==> config.mk <==
export PLATFORM = sky130hd
export DESIGN_NAME = mark_label_placement
export DESIGN_NICKNAME = d
export VERILOG_FILES = /design/src/rtl/mlp_pkg.sv /design/src/rtl/mlp_ram.sv /design/src/rtl/mlp_front.sv /design/src/rtl/mlp_back.sv /design/src/rtl/mark_label_placement.sv
export SDC_FILE = /design/constraint.sdc
export NUM_CORES = 2
export LEC_CHECK = 0
export BUFFER_PORTS_ARGS = -buffer_cell sky130_fd_sc_hd__buf_2
export CAP_MARGIN = 10
export CORE_UTILIZATION = 48
export DETAILED_ROUTE_END_ITERATION = 10
export GPL_TIMING_DRIVEN = 0
export PLACE_DENSITY = 0.6
export SLEW_MARGIN = 20
export SYNTH_ARGS = -nofsm -noshare
export SYNTH_HDL_FRONTEND = slang
export SYNTH_MEMORY_MAX_BITS = 65536
export SYNTH_SLANG_ARGS = --single-unit
==> constraint.sdc <==
create_clock -name clk -period 37.4 [get_ports clk]
set_input_delay 0 -clock clk [delete_from_list [all_inputs] [get_ports clk]]
set_output_delay 0 -clock clk [all_outputs]
set_load 0.05 [all_outputs]
==> src/rtl/mlp_pkg.sv <==
// ----------------------------------------------------------------------------
// mlp_pkg: shared types and constants for mark label placement
// Beat structs, register indexes, front/back queue entry and back-end state type.
// ----------------------------------------------------------------------------
package mlp_pkg;

    localparam int MaxMarks  = 64;
    localparam int CntW      = 7;
    localparam int IdxW      = 6;
    localparam int QDepth    = 2;
    localparam int QPtrW     = $clog2(QDepth);
    localparam int QCntW     = QPtrW + 1;

    localparam logic [2:0] RegImageWidth   = 3'd0;
    localparam logic [2:0] RegImageHeight  = 3'd1;
    localparam logic [2:0] RegThickness    = 3'd2;
    localparam logic [2:0] RegLabelSize    = 3'd3;
    localparam logic [2:0] RegMarkLimit    = 3'd4;

    localparam logic [2:0] PosNone   = 3'd0;

    typedef struct packed {
        logic        frame_start;
        logic [31:0] box_x;
        logic [31:0] box_y;
        logic [31:0] box_width;
        logic [31:0] box_height;
        logic [63:0] region_identity;
    } item_t;

    typedef struct packed {
        logic [6:0]  mark_number;
        logic        drawn;
        logic [14:0] clip_x;
        logic [14:0] clip_y;
        logic [14:0] clip_width;
        logic [14:0] clip_height;
        logic [4:0]  outline_width;
        logic [2:0]  color_index;
        logic [2:0]  label_position;
        logic [14:0] label_top;
        logic [3:0]  label_scale;
        logic        over_budget;
    } result_t;

    // classified item handed from front to back
    typedef struct packed {
        result_t     res;        // everything but the label
        logic        try_label;
        logic        clear;      // frame start: drop stored labels
        logic [15:0] chip_w;
        logic [15:0] chip_h;
        logic [15:0] cy0;        // y0 - chip_h - 1 (may be negative)
        logic [15:0] cy3;        // y0 + ch - chip_h
        logic [3:0]  fits;       // candidate lies inside image
    } job_t;

    typedef enum logic [1:0] {
        BK_IDLE,
        BK_READ,
        BK_SCAN,
        BK_DONE
    } bk_state_t;

endpackage

==> src/rtl/mlp_ram.sv <==
// ----------------------------------------------------------------------------
// mlp_ram: generic single port write, single port read RAM
// Registered read data.
// ----------------------------------------------------------------------------
module mlp_ram #(
    parameter int Width = 64,
    parameter int Depth = 64
) (
    input  logic                     clk,
    input  logic                     we,
    input  logic [$clog2(Depth)-1:0] waddr,
    input  logic [Width-1:0]         wdata,
    input  logic [$clog2(Depth)-1:0] raddr,
    output logic [Width-1:0]         rdata
);
    logic [Width-1:0] mem [Depth];

    always_ff @(posedge clk)
    begin
        if (we)
        begin
            mem[waddr] <= wdata;
        end
        rdata <= mem[raddr];
    end
endmodule

==> src/rtl/mlp_front.sv <==
// ----------------------------------------------------------------------------
// mlp_front: clips a region, counts marks, sizes the label chip
// One item a cycle while the job queue is not full; results go into the job queue.
// ----------------------------------------------------------------------------
module mlp_front (
    input  logic              clk,
    input  logic              rst_n,
    input  logic              take,
    input  mlp_pkg::item_t    item,
    input  logic [14:0]       image_width,
    input  logic [14:0]       image_height,
    input  logic [4:0]        line_thick,
    input  logic [6:0]        label_size,
    input  logic [6:0]        mark_limit,
    output mlp_pkg::job_t     job
);
    import mlp_pkg::*;

    logic [CntW-1:0] mark_count_reg, mark_count_next;
    logic [CntW-1:0] limit, cur, mark;
    logic signed [33:0] bx, by, x1r, y1r, x0, y0, x1, y1, dw, dh;
    logic [14:0] cw, ch;
    logic drawn, over;
    logic [6:0] lh;
    logic [12:0] lh_x43;
    logic [3:0] scale;
    logic [4:0] thick, outl;
    logic [1:0] digits;
    logic [15:0] chip_w, chip_h;
    logic signed [17:0] c0, c1, c2, c3;
    logic [3:0] fits;

    function automatic logic fit(input logic signed [17:0] y, input logic [15:0] w,
                                 input logic [15:0] h, input logic [14:0] x,
                                 input logic [14:0] iw, input logic [14:0] ih);
        logic ok;
        ok = (y >= 0) && ({3'b0, x} + {2'b0, w} <= {3'b0, iw})
             && (y + $signed({2'b0, h}) <= $signed({3'b0, ih}));
        return ok;
    endfunction

    always_comb
    begin
        limit = (mark_limit > 7'(MaxMarks)) ? 7'(MaxMarks) : mark_limit;
        cur   = item.frame_start ? '0 : mark_count_reg;
        over  = (cur >= limit);
        mark  = cur + 7'd1;
        mark_count_next = mark_count_reg;
        if (take)
        begin
            mark_count_next = over ? cur : mark;
        end

        bx  = 34'(signed'(item.box_x));
        by  = 34'(signed'(item.box_y));
        x1r = bx + 34'(signed'(item.box_width));
        y1r = by + 34'(signed'(item.box_height));
        x0  = (bx < 0) ? '0 : bx;
        y0  = (by < 0) ? '0 : by;
        x1  = (x1r < $signed({19'b0, image_width})) ? x1r : $signed({19'b0, image_width});
        y1  = (y1r < $signed({19'b0, image_height})) ? y1r : $signed({19'b0, image_height});
        dw  = x1 - x0;
        dh  = y1 - y0;
        drawn = (dw > 0) && (dh > 0);
        cw  = drawn ? dw[14:0] : '0;
        ch  = drawn ? dh[14:0] : '0;

        lh     = (label_size > 7'd64) ? 7'd64 : label_size;
        // lh / 6 as lh * 43 / 256, exact over 0..64
        lh_x43 = 13'(lh) * 13'd43;
        scale  = (lh < 7'd12) ? 4'd1 : lh_x43[11:8];
        thick = (line_thick == 5'd0) ? 5'd1 :
                (line_thick > 5'd16) ? 5'd16 : line_thick;
        outl  = thick;
        if ({10'b0, outl} > cw) outl = cw[4:0];
        if ({10'b0, outl} > ch) outl = ch[4:0];

        digits = (mark >= 7'd100) ? 2'd3 : (mark >= 7'd10) ? 2'd2 : 2'd1;
        chip_w = 16'(digits) * 16'(scale) * 16'd3 + 16'd2;
        chip_h = 16'(scale) * 16'd5 + 16'd2;
        c0 = 18'(y0) - 18'(chip_h) - 18'sd1;
        c1 = 18'(y0) + 18'(ch) + 18'sd1;
        c2 = 18'(y0);
        c3 = 18'(y0) + 18'(ch) - 18'(chip_h);
        fits[0] = fit(c0, chip_w, chip_h, cw == 0 ? 15'd0 : x0[14:0], image_width, image_height);
        fits[1] = fit(c1, chip_w, chip_h, x0[14:0], image_width, image_height);
        fits[2] = fit(c2, chip_w, chip_h, x0[14:0], image_width, image_height);
        fits[3] = fit(c3, chip_w, chip_h, x0[14:0], image_width, image_height);

        job = '0;
        job.clear = item.frame_start;
        job.res.color_index = item.region_identity[2:0];
        job.res.label_scale = scale;
        if (over)
        begin
            job.res = '0;
            job.res.over_budget = 1'b1;
        end
        else
        begin
            job.res.mark_number = mark;
            job.res.drawn = drawn;
            if (drawn)
            begin
                job.res.clip_x = x0[14:0];
                job.res.clip_y = y0[14:0];
                job.res.clip_width = cw;
                job.res.clip_height = ch;
                job.res.outline_width = outl;
                job.try_label = (lh != 7'd0) && (fits != 4'd0);
            end
        end
        job.chip_w = chip_w;
        job.chip_h = chip_h;
        job.cy0 = c0[15:0];
        job.cy3 = c3[15:0];
        job.fits = fits;
    end

    always_ff @(posedge clk or negedge rst_n)
    begin
        if (!rst_n)
            mark_count_reg <= '0;
        else
            mark_count_reg <= mark_count_next;
    end
endmodule

==> src/rtl/mlp_back.sv <==
// ----------------------------------------------------------------------------
// mlp_back: scans stored labels for all four candidates, BK_READ then BK_SCAN
// per label. Picks the first free candidate, stores it and emits the result beat.
// ----------------------------------------------------------------------------
module mlp_back (
    input  logic              clk,
    input  logic              rst_n,
    input  logic              job_valid,
    input  mlp_pkg::job_t     job,
    output logic              job_take,
    output logic              done,
    output mlp_pkg::result_t  result
);
    import mlp_pkg::*;

    bk_state_t state_reg, state_next;
    job_t job_reg, job_next;
    logic [CntW-1:0] label_count_reg, label_count_next;
    logic [CntW-1:0] scan_reg, scan_next;
    logic [3:0] hit_reg, hit_next;
    logic [IdxW-1:0] raddr;
    logic [63:0] rdata;
    logic we;
    logic [63:0] wdata;
    logic [15:0] cy [4];
    logic [3:0] touch;
    logic [15:0] lx, ly, lw, lh;
    logic [3:0] free;
    logic [2:0] pick;
    logic [15:0] ptop;

    assign raddr = scan_reg[IdxW-1:0];

    mlp_ram #(.Width(64), .Depth(MaxMarks)) u_ram (
        .clk   (clk),
        .we    (we),
        .waddr (label_count_reg[IdxW-1:0]),
        .wdata (wdata),
        .raddr (raddr),
        .rdata (rdata)
    );

    always_comb
    begin
        cy[0] = job_reg.cy0;
        cy[1] = 16'(job_reg.res.clip_y) + 16'(job_reg.res.clip_height) + 16'd1;
        cy[2] = {1'b0, job_reg.res.clip_y};
        cy[3] = job_reg.cy3;
        lx = rdata[15:0];
        ly = rdata[31:16];
        lw = rdata[47:32];
        lh = rdata[63:48];
        for (int k = 0; k < 4; k++)
        begin
            // candidates that fit are non-negative and inside 16 bits
            touch[k] = ({2'b0, job_reg.res.clip_x} < 17'(lx) + 17'(lw))
                && (17'(lx) < {2'b0, job_reg.res.clip_x} + 17'(job_reg.chip_w))
                && (17'(cy[k]) < 17'(ly) + 17'(lh))
                && (17'(ly) < 17'(cy[k]) + 17'(job_reg.chip_h));
        end
        free = job_reg.fits & ~hit_reg;
        pick = PosNone;
        ptop = '0;
        for (int k = 3; k >= 0; k--)
        begin
            if (free[k])
            begin
                pick = 3'(k + 1);
                ptop = cy[k];
            end
        end

        state_next = state_reg;
        job_next = job_reg;
        label_count_next = label_count_reg;
        scan_next = scan_reg;
        hit_next = hit_reg;
        job_take = 1'b0;
        done = 1'b0;
        we = 1'b0;
        wdata = {job_reg.chip_h, job_reg.chip_w, ptop, {1'b0, job_reg.res.clip_x}};
        result = job_reg.res;

        case (state_reg)
            BK_IDLE:
            begin
                if (job_valid)
                begin
                    job_take = 1'b1;
                    job_next = job;
                    scan_next = '0;
                    hit_next = '0;
                    if (job.clear)
                        label_count_next = '0;
                    state_next = job.try_label ? BK_READ : BK_DONE;
                end
            end
            BK_READ:
            begin
                // rdata for entry scan_reg lands next cycle
                state_next = BK_SCAN;
            end
            BK_SCAN:
            begin
                if (scan_reg >= label_count_reg)
                begin
                    state_next = BK_DONE;
                end
                else
                begin
                    hit_next = hit_reg | touch;
                    scan_next = scan_reg + 7'd1;
                    state_next = BK_READ;
                end
            end
            BK_DONE:
            begin
                done = 1'b1;
                if (job_reg.try_label && pick != PosNone)
                begin
                    result.label_position = pick;
                    result.label_top = ptop[14:0];
                    if (label_count_reg < 7'(MaxMarks))
                    begin
                        we = 1'b1;
                        label_count_next = label_count_reg + 7'd1;
                    end
                end
                state_next = BK_IDLE;
            end
            default:
                state_next = BK_IDLE;
        endcase
    end

    always_ff @(posedge clk or negedge rst_n)
    begin
        if (!rst_n)
        begin
            state_reg <= BK_IDLE;
            label_count_reg <= '0;
            scan_reg <= '0;
            hit_reg <= '0;
        end
        else
        begin
            state_reg <= state_next;
            label_count_reg <= label_count_next;
            scan_reg <= scan_next;
            hit_reg <= hit_next;
        end
    end

    always_ff @(posedge clk)
    begin
        job_reg <= job_next;
    end
endmodule

==> src/rtl/mark_label_placement.sv <==
// ----------------------------------------------------------------------------
// mark_label_placement: numbered region marks with label chip placement
// Front clips and counts; back scans stored labels and places the chip.
// ----------------------------------------------------------------------------
//  channel   signals                                   handshake
//  input     start, busy, item                         start & !busy
//  result    result_valid, result                      one-cycle strobe
//  config    cfg_valid, cfg_ready, cfg_index, cfg_data cfg_valid & cfg_ready
//
//  An item is written into the two-entry queue when it is taken, and the back
//  end takes it in BK_IDLE. An item that tries a label then passes a BK_READ
//  and a BK_SCAN for each of the N labels stored this frame (up to 64), plus
//  one final BK_READ and BK_SCAN, before BK_DONE; other items go straight to
//  BK_DONE. The result is registered from BK_DONE. busy is high while the
//  two-entry queue is full. Reset clears counts; label RAM needs no clearing.
//  Results cannot be stalled.
module mark_label_placement (
    input  logic              clk,
    input  logic              rst_n,
    input  logic              start,
    output logic              busy,
    input  mlp_pkg::item_t    item,
    output logic              result_valid,
    output mlp_pkg::result_t  result,
    input  logic              cfg_valid,
    output logic              cfg_ready,
    input  logic [2:0]        cfg_index,
    input  logic [31:0]       cfg_data
);
    import mlp_pkg::*;

    logic [14:0] image_width_reg, image_height_reg;
    logic [4:0]  thick_reg;
    logic [6:0]  label_size_reg, mark_limit_reg;
    logic take, job_take, done;
    job_t front_job;
    job_t q_reg [QDepth];
    logic [QPtrW-1:0] wp_reg, rp_reg;
    logic [QCntW-1:0] cnt_reg;
    result_t res_reg;
    logic res_valid_reg;
    result_t bk_res;

    assign cfg_ready = 1'b1;
    assign busy = (cnt_reg == QCntW'(QDepth));
    assign take = start && !busy;

    mlp_front u_front (
        .clk(clk), .rst_n(rst_n), .take(take), .item(item),
        .image_width(image_width_reg), .image_height(image_height_reg),
        .line_thick(thick_reg), .label_size(label_size_reg),
        .mark_limit(mark_limit_reg), .job(front_job)
    );

    mlp_back u_back (
        .clk(clk), .rst_n(rst_n), .job_valid(cnt_reg != '0), .job(q_reg[rp_reg]),
        .job_take(job_take), .done(done), .result(bk_res)
    );

    always_ff @(posedge clk)
    begin
        if (take)
            q_reg[wp_reg] <= front_job;
        res_reg <= bk_res;
    end

    always_ff @(posedge clk or negedge rst_n)
    begin
        if (!rst_n)
        begin
            wp_reg <= '0;
            rp_reg <= '0;
            cnt_reg <= '0;
            res_valid_reg <= 1'b0;
            image_width_reg <= 15'd640;
            image_height_reg <= 15'd480;
            thick_reg <= 5'd2;
            label_size_reg <= 7'd12;
            mark_limit_reg <= 7'd64;
        end
        else
        begin
            if (take) wp_reg <= wp_reg + QPtrW'(1);
            if (job_take) rp_reg <= rp_reg + QPtrW'(1);
            cnt_reg <= cnt_reg + QCntW'(take) - QCntW'(job_take);
            res_valid_reg <= done;
            if (cfg_valid)
            begin
                case (cfg_index)
                    RegImageWidth:   image_width_reg <= cfg_data[14:0];
                    RegImageHeight:  image_height_reg <= cfg_data[14:0];
                    RegThickness:    thick_reg <= cfg_data[4:0];
                    RegLabelSize:    label_size_reg <= cfg_data[6:0];
                    RegMarkLimit:    mark_limit_reg <= cfg_data[6:0];
                    default: ;
                endcase
            end
        end
    end

    assign result_valid = res_valid_reg;
    assign result = res_reg;

    a_q_bound: assert property (@(posedge clk) disable iff (!rst_n)
        cnt_reg <= QCntW'(QDepth)) else $error("queue overflow");
    a_no_take_full: assert property (@(posedge clk) disable iff (!rst_n)
        (cnt_reg == QCntW'(QDepth)) |-> !take) else $error("take while full");
    a_strobe: assert property (@(posedge clk) disable iff (!rst_n)
        done |=> result_valid) else $error("lost result");
endmodule

# After elaboration in Yosys (flattened, before gate mapping)
# Memory sizes are Yosys's and may differ from the RTL's. A register that Yosys moved wholly into a read port is not among the register bits.
# Index checks and enable logic that the tools add are counted.
# word_totals
ff_bits	412
ramBits	4340
mem_count	2
# op_classes
addsub	33
multipliers	4
order_cmp	37
eq_ne	13
muxes	58
bitwise	3
n_reduce_logical	40
# memory_table
name	words	word_bits	rd	rd_ports_with_merged_regs	wr	line	source
u_back.u_ram.mem	64	63	1	1	1	mlp_ram.sv:16	logic [Width-1:0] mem [Depth];
q_reg	2	154	1	0	1	mark_label_placement.sv:37	job_t q_reg [QDepth];
# ops
op	n
16-bit by 17-bit less-than comparator with 1-bit output	8
34-bit 2-to-1 mux	4
16-bit by 16-bit adder with 17-bit output	5
73-bit 2-to-1 mux	1
18-bit by 9-bit adder with 18-bit output	4
18-bit by 1-bit greater-or-equal comparator with 1-bit output, second input constant	4
18-bit by 16-bit less-or-equal comparator with 1-bit output	4
7-bit 2-to-1 mux	10
15-bit by 16-bit adder with 17-bit output	4
34-bit by 1-bit > comparator with 1-bit output, second input constant	2
34-bit by 16-bit less-than comparator with 1-bit output	2
34-bit subtractor	2
32-bit by 32-bit adder with 33-bit output	2
65-bit 2-to-1 mux	1
32-bit by 1-bit less-than comparator with 1-bit output, second input constant	2
16-bit 2-to-1 mux	4
15-bit 2-to-1 mux	3
18-bit by 15-bit less-or-equal comparator with 1-bit output	2
18-bit 2-to-1 mux	2
18-bit by 8-bit subtractor with 18-bit output	2
15-bit by 17-bit less-than comparator with 1-bit output	2
5-bit by 15-bit > comparator with 1-bit output	2
7-bit case mux with 2 select lines	2
26-bit 2-to-1 mux	1
other kinds (52)	113

# Longest topological paths before layout
# depth
ltp_word	17
ltp_mapped	77
mapped_depth_nobuf	73

# Modules after synthesis
# From an unflattened synthesis, not the netlist that was laid out.
# unflattened
cells_unflattened	11506
area_unflattened_um2	207116.1
# modules_own_cells
module	n_inst	cells_each	area_per_inst_um2	seq_area_each_um2
mlp_ram	1	6598	156348.7	124279.2
mlp_front	1	2644	18816.8	175.2
mark_label_placement	1	755	16256.8	13495.4
mlp_back	1	1509	15693.8	5545.3

# Least setup slack after synthesis
# OpenSTA, ideal clock, no wires.
# synth_path
kind	in2reg
startpoint	in item[96] (netlist bit)
endpoint	mem q_reg[0][54] (netlist bit) (data pin)
setup_time_ns	0.263
t_arrival_ns	13.627
setup_slack_ns	23.510
cell_stages	71
path_buffers	3
cell_sequence	ha_1 > fa_1 > a21o_1 > a21oi_1 > o21bai_1 > a21oi_1 > o21bai_1 > a21oi_1 > o21bai_1 > a21oi_1 > o21bai_1 > a21oi_1 > o21bai_1 > a21oi_1 > xnor2_1 > ha_1 > nor4_1 > nand4_1 > (+35 left out) > nand2b_1 > nand4b_1 > a2111oi_0 > nand3b_1 > xor2_1 > nor4_1 > xor2_1 > ha_1 > and3_1 > nand3_1 > nor2_1 > a211oi_1 > a31oi_1 > inv_1 > o41a_1 > o2111ai_1 > a211oi_1 > o31a_1
# synth_rtl
element	line	source
start, declared	mark_label_placement.sv:22	input mlp_pkg::item_t item,
end, declared	mark_label_placement.sv:37	

==> flow_summary_export.csv <==
group,metric,value,unit
timing,finClkSkew,0.0406,ns
clock_network,cts.sinks,3571,
power_and_ir_drop,p_int,10.4,mW
logic_synthesis,synth-edff-count,3345,
placed_design,place.gp.congestion,0.908,
logic_synthesis,yosys.area.top_type,"edfxtp_1",
logic_synthesis,synth_compound_area_share,4.45,%
logic_synthesis,synth-seq-area-share,67.5,%
die,die_y,572,µm
worst_setup_path,r2r_setup_slack,19.21,ns
logic_synthesis,syn_area,0.156,mm²
clock_network,clkTransAtPathRegs,0.06,ns
worst_setup_path,reg2reg_to,"q_reg[0][54]",
die,fp.coreArea,0.324,mm²
logic_synthesis,synthesis.nets,9518,
layout,final_cells,14400,
worst_hold_path,worstHoldPathCells,3,
logic_synthesis,synth_mux_area_share,15.2,%
power_and_ir_drop,vdd_drop_max,0.136,mV
worst_hold_path,hold_class,"in -> reg",
worst_setup_path,critical_path_arrival,19.30,ns
timing,setup-tns-final,0,ns
power_and_ir_drop,p_seq_share,33.6,%
logic_synthesis,synth_xor_area_share,1.97,%
drt,drtIter0Drc,9394,
power_and_ir_drop,power_density,90.8,mW/mm²
drt,drc,4,
logic_synthesis,synthAdderAreaFrac,5.23,%
worst_setup_path,critPathLaunchType,"input port",
power_and_ir_drop,p_sw,6.26,mW
clock_network,cts_tree,"built",
worst_setup_path,slowest_stage,"o31ai_1",
logic_synthesis,synthTopCellsByArea,"edfxtp_1 64%, mux4_2 14%, ha_1 4.9%",
drt,wl_per_cell,31.9,µm
logic_synthesis,ys_types,111,
timing,slew-limit-headroom,18.0,%
clock_network,cts-root-buf,"clkbuf_16",
worst_setup_path,critPathMaxFanout,10,
logic_synthesis,synthCells,8651,
worst_setup_path,r2r_cells,70,
layout,nFillCells,24400,
timing,rsz0062_at_grt,"no",
worst_setup_path,required,38.18,ns
drt,num_vias,87500,
drt,first_pass_iters,9,
layout,syn2layout_area_growth,17.7,%
timing,finalCritPeriodShare,49.5,%
global_route,antenna_found_initial,51,
power_and_ir_drop,p_clk_share,22.3,%
layout,nets,10600,
placed_design,placed_cells,13500,
layout,utilization,56.7,%
worst_setup_path,slowest_delay,0.86,ns
timing,tightest_slew,1.23,ns
logic_synthesis,ys_warn_count,0,
logic_synthesis,synthFlopType,"edfxtp_1",
clock_network,ctsHtreeMaxLevel,5,
logic_synthesis,yosysTopAreaCellShare,64.3,%
worst_hold_path,hold_path.startpoint,"cfg_data[1]",
global_route,grt_max_degree,79,
worst_setup_path,reg2reg_from,"image_height_reg[1]",
logic_synthesis,synth_commonest_cells,"3345 x edfxtp_1, 966 x mux4_2, 606 x ha_1, 416 x nor2_1, 299 x a21oi_1",
clock_network,post_cts_resized,0,
die,num_io_pins,334,
worst_hold_path,worstHoldEndpoint,"label_size_reg[1]",
timing,setup-violations-final,0,
run_status,status,"finished, violations left",
run_status,violations,"DRC",
logic_synthesis,synth_top_family_by_area,"multiplexers",
worst_setup_path,crit_type,"in -> reg",
layout,drive_above_1_share,25.3,%
drt,viasPerCell,6.09,
placed_design,portBuffers,254,
layout,largest_reg_flops,2944,
timing,hold_viol,0,
die,start_util,48.2,%
timing,drv_slew,0,
worst_setup_path,critPathCaptureType,"flip-flop",
timing,period_minus_slack,18.52,ns
clock_network,numCtsBuffers,372,
job,drv_cap,0,
logic_synthesis,synth-simple-area-share,4.09,%
timing,max_freq,0.0540,GHz
worst_setup_path,cpMostUsedCell,"o21ai_0",
logic_synthesis,synth.avg_cell_area,18.0,µm²
logic_synthesis,yosysMostFrequentCell,"edfxtp_1",
drt,drtAntennaViolNets,0,
die,rows,209,
logic_synthesis,ys_async_sr_fraction,2.27,%
power_and_ir_drop,share_comb_of_total_power,44.0,%
clock_network,clock_latency,0.95,ns
global_route,grt.overflow.total,0,
global_route,grt_pass1_wl,643000,µm
placed_design,hpwl,336000,µm
global_route,grtUsageTotal,27.9,%
global_route,grt_pass1_vias,87000,
die,dieWidth,572,µm
power_and_ir_drop,power.leakage,62.5,nW
clock_network,clk_path_buf_depth,4,
logic_synthesis,ys_ff_latch,3571,
drt,wl,458000,µm
power_and_ir_drop,netSwitchingFraction,37.5,%
die,design.die.area,0.328,mm²
[power groups by stage]
stage          sequential [mW]  combinational, mW  clock [mW]
6_report                  5.61               7.34        3.73
5_1_grt                   5.63               8.00        3.93
4_1_cts                   5.61               7.36        3.77
3_5_place_dp              5.69               7.31           0
3_3_place_gp              6.11               6.45           0
2_1_floorplan             5.86               4.36           0
[placed cells by master (no fill, tap or decap), drive strengths merged, types with 34 or more instances in the layout]
cell type	synthesis	final
ha	606	606
bufinv	0	35
edfxtp	3345	3345
dlygate4sd3	0	90
clkinv	1	154
o21bai	54	54
nor2	416	416
o21ai	195	195
a21oi	301	301
mux4	966	966
o21a	36	36
buf	83	640
and3	55	55
diode	0	34
dfrtp	71	71
mux2	169	169
nand2	207	207
inv	292	311
nand4	46	46
clkbuf	243	730
a21o	215	215
nand3	96	96
and2	37	37
nand2b	131	131
nor3	57	57
nor2b	101	101
xor2	127	127
xnor2	224	224
dfxtp	145	145
[cell families (layout without fill, tap and decap cells)]
kind of cell / count (synthesis) / in the layout
flip-flops: 3571 / 3571
multiplexers: 1147 / 1147
AND/OR/NAND/NOR: 1275 / 1275
other: 2 / 36
adder cells (fa/ha/maj): 636 / 636
buffers and inverters: 619 / 1976
XOR/XNOR: 351 / 351
AO/OA/AOI/OAI: 1050 / 1050
[through the flow]
stage	instance area, µm²	hold WS (ns)	power, mW	setup WS [ns]
6_report	184000	0.0515	16.7	18.88
5_1_grt	184000	0.00725	17.6	17.75
4_1_cts	184000	0.00210	16.8	19.32
3_5_place_dp	170000	-0.0943	13.0	18.94
3_3_place_gp	163000	0.301	12.6	19.00
2_1_floorplan	156000	-0.296	10.2	23.51
[worst max-delay path: cells and delay by family]
| family | cells | cell delay (ns) |
|---|---|---|
| fa+ha+maj | 8 | 2.30 |
| compound gates | 34 | 8.91 |
| xor+xnor | 4 | 1.30 |
| buf+inv | 9 | 2.70 |
| simple gates | 19 | 4.07 |
[timing repair]
item	4_1_cts	5_1_grt
hold buffers	91	0
setup endpoints to repair	0	0
setup buffers	0	0
endpoints found under the hold margin	299	0
[metal layers]
metal	up-vias	wire length (µm)	global-route usage (%)
li1	37100	-	-
met1	46200	187000	38.1
met3	691	33200	4.56
met4	10	16000	8.98
met2	3502	222000	45.9
met5	-	74	0
[layout make-up]
| type | count | area (µm²) | share of cell area, % |
|---|---|---|---|
| sequential | 3571 | 105000 | 57.3 |
| tap | 4325 | 5410 | 2.94 |
| clock inverter | 223 | 2300 | 1.25 |
| timing repair buffer | 664 | 9000 | 4.90 |
| antenna | 34 | 85.1 | 0.0463 |
| multi-input combinational | 4461 | 49100 | 26.7 |
| clock buffer | 470 | 10000 | 5.45 |
| inverter | 293 | 1110 | 0.603 |
| buffer | 326 | 1340 | 0.731 |
[worst max-delay path by stage]
stage	start	endpoint	slack [ns]	cells after the start
after CTS	item[96]	q_reg[0][54]	19.32	73
after detailed placement	item[96]	q_reg[0][54]	18.94	72
final	item[128]	q_reg[0][54]	18.88	74
after global routing	item[128]	q_reg[1][54]	17.75	74
after global placement	item[160]	q_reg[0][54]	19.00	71
after floorplan	item[96]	q_reg[0][54]	23.51	71
No activity file was read; power rests on OpenSTA's default activity.
